--- src/rtl/htm_pkg.sv ---
// Shared types, constants and tables for the helix-to-momentum block.
`timescale 1ns / 1ps
package htm_pkg;

    // Field widths
    localparam int CURV_W  = 24;
    localparam int AZ_W    = 16;
    localparam int SLOPE_W = 20;
    localparam int FIELD_W = 20;
    localparam int MOM_W   = 26;

    // Stream bus widths (fields packed from bit 0, padded to whole bytes)
    localparam int IN_BITS  = CURV_W + AZ_W + SLOPE_W;
    localparam int IN_W     = ((IN_BITS + 7) / 8) * 8;
    localparam int OUT_BITS = 3 * MOM_W;
    localparam int OUT_W    = ((OUT_BITS + 7) / 8) * 8;

    // eB constant: round(2^40 * 2.99792458e-4)
    localparam int EB_W = 29;
    localparam logic [EB_W-1:0] EB_SCALE = 29'd329625293;
    localparam int PROD_W = FIELD_W + EB_W;

    // Divider: dividend is (B * C) >> 10, divisor is |curvature|
    localparam int NUM_W = PROD_W - 10;
    localparam int DIV_W = CURV_W;
    localparam int REM_W = CURV_W;
    localparam int DIV_STEPS = NUM_W;
    localparam int PT_W = NUM_W + 1;

    // Rotation unit
    localparam int CORDIC_ITERATIONS = 18;
    localparam int ATAN_LEN = 24;
    localparam int CORDIC_STEPS =
        (CORDIC_ITERATIONS > ATAN_LEN) ? ATAN_LEN : CORDIC_ITERATIONS;
    localparam int STAGE_W = $clog2(ATAN_LEN);
    localparam int XY_W = 26;
    localparam int ANG_W = 32;
    localparam logic signed [XY_W-1:0] CORDIC_START = 26'sd5094007;
    localparam int CS_SHIFT = 23;
    localparam int TAN_SHIFT = 16;

    // Output limits
    localparam logic signed [MOM_W-1:0] MOM_MAX = {1'b0, {(MOM_W-1){1'b1}}};
    localparam logic signed [MOM_W-1:0] MOM_MIN = {1'b1, {(MOM_W-1){1'b0}}};

    // Quadrant codes from the top azimuth bits
    typedef enum logic [1:0] {
        Q_FIRST  = 2'd0,
        Q_SECOND = 2'd1,
        Q_THIRD  = 2'd2,
        Q_FOURTH = 2'd3
    } t_quad;

    // Payload handed from cell to cell
    typedef struct packed {
        logic [REM_W-1:0]         rem;
        logic [NUM_W-1:0]         num;
        logic [NUM_W-1:0]         quo;
        logic [DIV_W-1:0]         div;
        logic signed [XY_W-1:0]   x;
        logic signed [XY_W-1:0]   y;
        logic signed [ANG_W-1:0]  z;
        t_quad                    quad;
        logic signed [SLOPE_W-1:0] slope;
        logic                     zero;
    } t_cell;

    // Arctangent of 2^-i in 32-bit binary angle units
    function automatic logic signed [ANG_W-1:0] atan_at(input logic [STAGE_W-1:0] idx);
        logic signed [ANG_W-1:0] v;
        case (idx)
            5'd0:  v = 32'sd536870912;
            5'd1:  v = 32'sd316933406;
            5'd2:  v = 32'sd167458907;
            5'd3:  v = 32'sd85004756;
            5'd4:  v = 32'sd42667331;
            5'd5:  v = 32'sd21354465;
            5'd6:  v = 32'sd10679838;
            5'd7:  v = 32'sd5340245;
            5'd8:  v = 32'sd2670163;
            5'd9:  v = 32'sd1335087;
            5'd10: v = 32'sd667544;
            5'd11: v = 32'sd333772;
            5'd12: v = 32'sd166886;
            5'd13: v = 32'sd83443;
            5'd14: v = 32'sd41722;
            5'd15: v = 32'sd20861;
            5'd16: v = 32'sd10430;
            5'd17: v = 32'sd5215;
            5'd18: v = 32'sd2608;
            5'd19: v = 32'sd1304;
            5'd20: v = 32'sd652;
            5'd21: v = 32'sd326;
            5'd22: v = 32'sd163;
            5'd23: v = 32'sd81;
            default: v = '0;
        endcase
        return v;
    endfunction

endpackage

--- src/rtl/htm_cell.sv ---
// One cell of the chain: one restoring-divide step and, when i_rot is set, one rotation step.
`timescale 1ns / 1ps
module htm_cell (
    input  logic                         i_clk,
    input  logic                         i_rst_n,
    input  logic                         i_en,
    input  logic                         i_vld,
    input  logic [htm_pkg::STAGE_W-1:0]  i_stage,
    input  logic                         i_rot,
    input  htm_pkg::t_cell               i_cell,
    output logic                         o_vld,
    output htm_pkg::t_cell               o_cell
);

    logic                              r_vld;
    htm_pkg::t_cell                    r_cell;
    htm_pkg::t_cell                    n_cell;
    logic [htm_pkg::REM_W:0]           w_trial;
    logic                              w_ge;
    logic signed [htm_pkg::XY_W-1:0]   w_dx;
    logic signed [htm_pkg::XY_W-1:0]   w_dy;
    logic signed [htm_pkg::ANG_W-1:0]  w_atan;

    // Divide step: bring down one dividend bit, subtract if it fits
    // Rotation step (only when i_rot is set): turn toward zero residual angle
    always_comb begin
        n_cell  = i_cell;
        w_trial = {i_cell.rem, i_cell.num[htm_pkg::NUM_W-1]};
        w_ge    = (w_trial >= {1'b0, i_cell.div});
        if (w_ge) begin
            n_cell.rem = htm_pkg::REM_W'(w_trial - {1'b0, i_cell.div});
        end else begin
            n_cell.rem = w_trial[htm_pkg::REM_W-1:0];
        end
        n_cell.num = {i_cell.num[htm_pkg::NUM_W-2:0], 1'b0};
        n_cell.quo = {i_cell.quo[htm_pkg::NUM_W-2:0], w_ge};

        w_dx   = i_cell.y >>> i_stage;
        w_dy   = i_cell.x >>> i_stage;
        w_atan = htm_pkg::atan_at(i_stage);
        if (i_rot) begin
            if (i_cell.z >= 0) begin
                n_cell.x = i_cell.x - w_dx;
                n_cell.y = i_cell.y + w_dy;
                n_cell.z = i_cell.z - w_atan;
            end else begin
                n_cell.x = i_cell.x + w_dx;
                n_cell.y = i_cell.y - w_dy;
                n_cell.z = i_cell.z + w_atan;
            end
        end
    end

    // Advance valid
    always_ff @(posedge i_clk) begin
        if (!i_rst_n) begin
            r_vld <= 1'b0;
        end else if (i_en) begin
            r_vld <= i_vld;
        end
    end

    // Advance payload
    always_ff @(posedge i_clk) begin
        if (i_en) begin
            r_cell <= n_cell;
        end
    end

    assign o_vld  = r_vld;
    assign o_cell = r_cell;

endmodule

--- config.mk ---
export PLATFORM = sky130hd
export DESIGN_NAME = htm_cell
export DESIGN_NICKNAME = d
export VERILOG_FILES = /design/src/rtl/htm_pkg.sv /design/src/rtl/htm_cell.sv
export SDC_FILE = /design/constraint.sdc
export NUM_CORES = 1
export LEC_CHECK = 0
export BUFFER_PORTS_ARGS = -buffer_cell sky130_fd_sc_hd__buf_2
export CAP_MARGIN = 25
export CORE_MARGIN = 4
export CORE_UTILIZATION = 50
export DETAILED_ROUTE_END_ITERATION = 7
export HOLD_SLACK_MARGIN = 0.1
export PLACE_DENSITY_LB_ADDON = 0.05
export SLEW_MARGIN = 25
export SYNTH_ARGS = -nofsm -noshare
export SYNTH_HDL_FRONTEND = slang
export SYNTH_SLANG_ARGS = --single-unit
--- constraint.sdc ---
create_clock -name i_clk -period 9.1 [get_ports i_clk]
set_input_delay 1.82 -clock i_clk [delete_from_list [all_inputs] [get_ports i_clk]]
set_output_delay 1.82 -clock i_clk [all_outputs]
set_load 0.05 [all_outputs]
==> flow_summary.yaml <==
run_status:
  outcome: "finished, final reports clean"
setup_path:
  critPathLaunchType: "input port"
  crit_path_end_kind: "flop"
  critPathRequiredTime_ns: 9.39
  critical_path.max_fanout: 49
  path_class: "input port to flop"
  reg2regPathDepth: 2
  arrival_ns: 8.16
logic_synthesis:
  synth_edf_count: 232
  ys_ff_latch: 233
  async_reset_ff_share_pct: 0
  synthDistinctLibCells: 91
  syn_area_mm2: 0.0191
  seq_area_frac_synth_pct: 36.6
  yosys.area.top_type: "edfxtp_1"
  ys_warn_count: 0
  syn-instance-count: 1898
  synth_top_area_share_pct: 36.5
  synth-main-ff-cell: "edfxtp_1"
  syn_avg_cell_area_um2: 10.1
  synth_area_leaders: "edfxtp_1 36%, ha_1 7.6%, mux2_2 5.3%"
  synth_fp_nets: 2261
detailed_routing:
  vias: 17300
  wire_per_inst_um: 23.8
  wl_mm: 68.4
  first_pass_iters: 6
  drc: 0
  antenna_left: 0
  vias_per_cell: 6.03
  drt_iter0_markers: 1435
sta:
  fmax_ghz: 0.127
  setup_slack_ns: 1.23
  rsz0062_at_grt: "false"
  tightest_slew_ns: 0.971
  hold_violations: 0
  min_period_ns: 7.87
  setup_tns_ns: 0
  slew_violations: 0
  fin_crit_sh_pct: 86.5
  setup_viol: 0
  skew_ns: 0
  slew-limit-headroom_pct: 35.3
placement:
  pre_cts_slack_ns: 0.767
  placed_cell_area_mm2: 0.0219
  port_buffers: 474
  finalWeightedCongestion: 0.989
  dp_hpwl_mm: 54.3
global_routing:
  antenna_found_initial: 12
  grt_max_degree: 162
  first_global_vias: 16400
  grt_pass1_wl_mm: 102
  grt.total_usage_pct: 31.6
  gr-total-overflow: 0
clock_tree:
  clockRootBuffer: "clkbuf_16"
  cts_buffers: 26
  htreeDepth: 1
  tritoncts: "yes"
  post_cts_buffers: 0
  clk_pin_slew_ns: 0.06
  clkSinkCount: 233
  holdBufCountCts: 0
  cts_buffer_depth: 3
  clk_latency_ns: 0.54
  cts_resized: 0
job:
  maxCapViolations: 0
final_layout:
  drive_gt1_share_pct: 30.4
  nets: 2694
  fillers: 3323
  syn2layout_area_growth_pct: 19.1
  design_area_mm2: 0.0227
  multi_input_comb_area_mm2: 0.0114
  ff_latch_area_mm2: 0.00699
die:
  coreArea_mm2: 0.0377
  die_y_um: 203
  die_area_mm2: 0.0414
  dieWidth_um: 203
  row_count: 71
  ioPinCount: 477
  initial_utilization_pct: 50.7
min_path:
  min_path_cells: 2
  hp-class: "flop to flop"
pwr:
  ir_drop_v: 0.000143
  p_leak_nw: 9.78
  powerDensity_mw_per_mm2: 190
-- where the power goes --
group | total [W] | switching [W] | internal, W
clock | 0.00104 | 0.000458 | 0.000581
sequential | 0.00139 | 0.0000390 | 0.00135
combinational | 0.00189 | 0.00125 | 0.000638
-- cells by family after synthesis --
family | share of synthesized area, %
AO/OA/AOI/OAI | 17.5
XOR/XNOR | 7.32
adder cells (fa/ha/maj) | 8.02
buffers and inverters | 3.91
flip-flops | 36.6
multiplexers | 14.1
other | 0.0196
AND/OR/NAND/NOR | 12.5
-- sequential cells by signal, summed over array words and instances (netlist names) --
register,count
o_cell,232
o_vld,1
-- final cells by class --
type / instances / share of cell area [%]
well taps: 511 / 2.81
inverters: 70 / 1.16
diodes: 7 / 0.0770
clock inverters: 19 / 0.743
clock buffers: 27 / 2.88
multi-input cells: 1495 / 49.9
repair buffers: 505 / 11.7
flip-flops and latches: 233 / 30.7
-- Yosys cell counts, drive strengths merged, types with 7 or more instances --
cell type	number
nand3	35
or3	12
o21a	17
a221oi	8
o21bai	11
a211oi	14
a21o	49
a21boi	7
inv	70
and3	17
clkbuf	50
or2	19
and2	16
a31oi	27
o21ai	127
mux2i	64
buf	50
a21oi	132
xnor2	93
a311oi	7
nor2b	17
mux2	91
ha	116
o31ai	21
nand2b	29
nor2	118
mux4	45
nand4	11
edfxtp	232
a211o	9
xor2	64
nor3	31
o211ai	12
o22ai	10
nand2	171
o2111ai	9
-- path summary, 6_finish.rpt --
kind / start / to / slack [ns]
max: i_stage[1] / o_cell[80] / 1.23
min reg2reg: o_vld / o_vld / 0.54
min: o_vld / o_vld / 0.54
max reg2reg: o_vld / o_vld / 8.48
-- layout by cell type (no fill, tap or decap), types with 8 or more instances in the layout --
master     count
nor2_1       118
xor2_1        64
o21a_1        17
nand4_1       11
mux2i_1       64
o31ai_1       20
mux4_2        41
o21ai_0      123
a31oi_1       27
o2111ai_1      9
clkbuf_16     26
inv_1         68
mux2_2        90
edfxtp_1     232
ha_1         116
nand2b_1      28
a211o_1        8
o21bai_1      11
buf_2        471
nand2_1      171
nor2b_1       17
nand3_1       35
xnor2_1       93
buf_4         30
or2_2         16
or3_1          9
o22ai_1       10
and3_1        17
nor3_1        31
a21o_1        49
a211oi_1      13
a21oi_1      132
o211ai_1      12
a221oi_1       8
and2_1        16
-- per-stage QoR --
stage | power, W | std cells | utilization (%) | hold WS, ns
after floorplan | 0.00280 | 1898 | - | 0.743
after global placement | 0.00326 | 2814 | 58.1 | 0.501
after detailed placement | 0.00328 | 2814 | 58.1 | 0.508
after CTS | 0.00432 | 2860 | 60.3 | 0.550
after global routing | 0.00453 | 2864 | 60.4 | 0.567
final | 0.00432 | 2867 | 60.4 | 0.539
-- critical path: stages --
cell and delay (ns):
buf_4 0.47, buf_4 0.67, nor2_1 0.20, o21ai_0 0.31, nor3_1 0.09, a211oi_1 0.63, nand3_1 0.18, or3_1 0.54
o21ai_0 0.19, o21ai_0 0.10, nor3_1 0.16, a21oi_1 0.11, ha_1 0.42, and2_1 0.19, and3_1 0.19, o211ai_1 0.21
a311oi_1 0.45, nor4_1 0.14, o31ai_1 0.50, and4_1 0.27, o21ai_1 0.13, xnor2_1 0.18
-- metal layers --
| metal | track usage [%] | up-vias | share of wire, % | wire length [um] |
|---|---|---|---|---|
| met3 | 4.80 | 116 | 7.0 | 4790 |
| met5 | 0 | - | 0.050 | 34 |
| met1 | 41.9 | 8386 | 41 | 28300 |
| li1 | - | 8037 | - | - |
| met2 | 53.0 | 741 | 48 | 32600 |
| met4 | 11.3 | 4 | 3.9 | 2670 |
No activity file was read; power rests on OpenSTA's default activity.
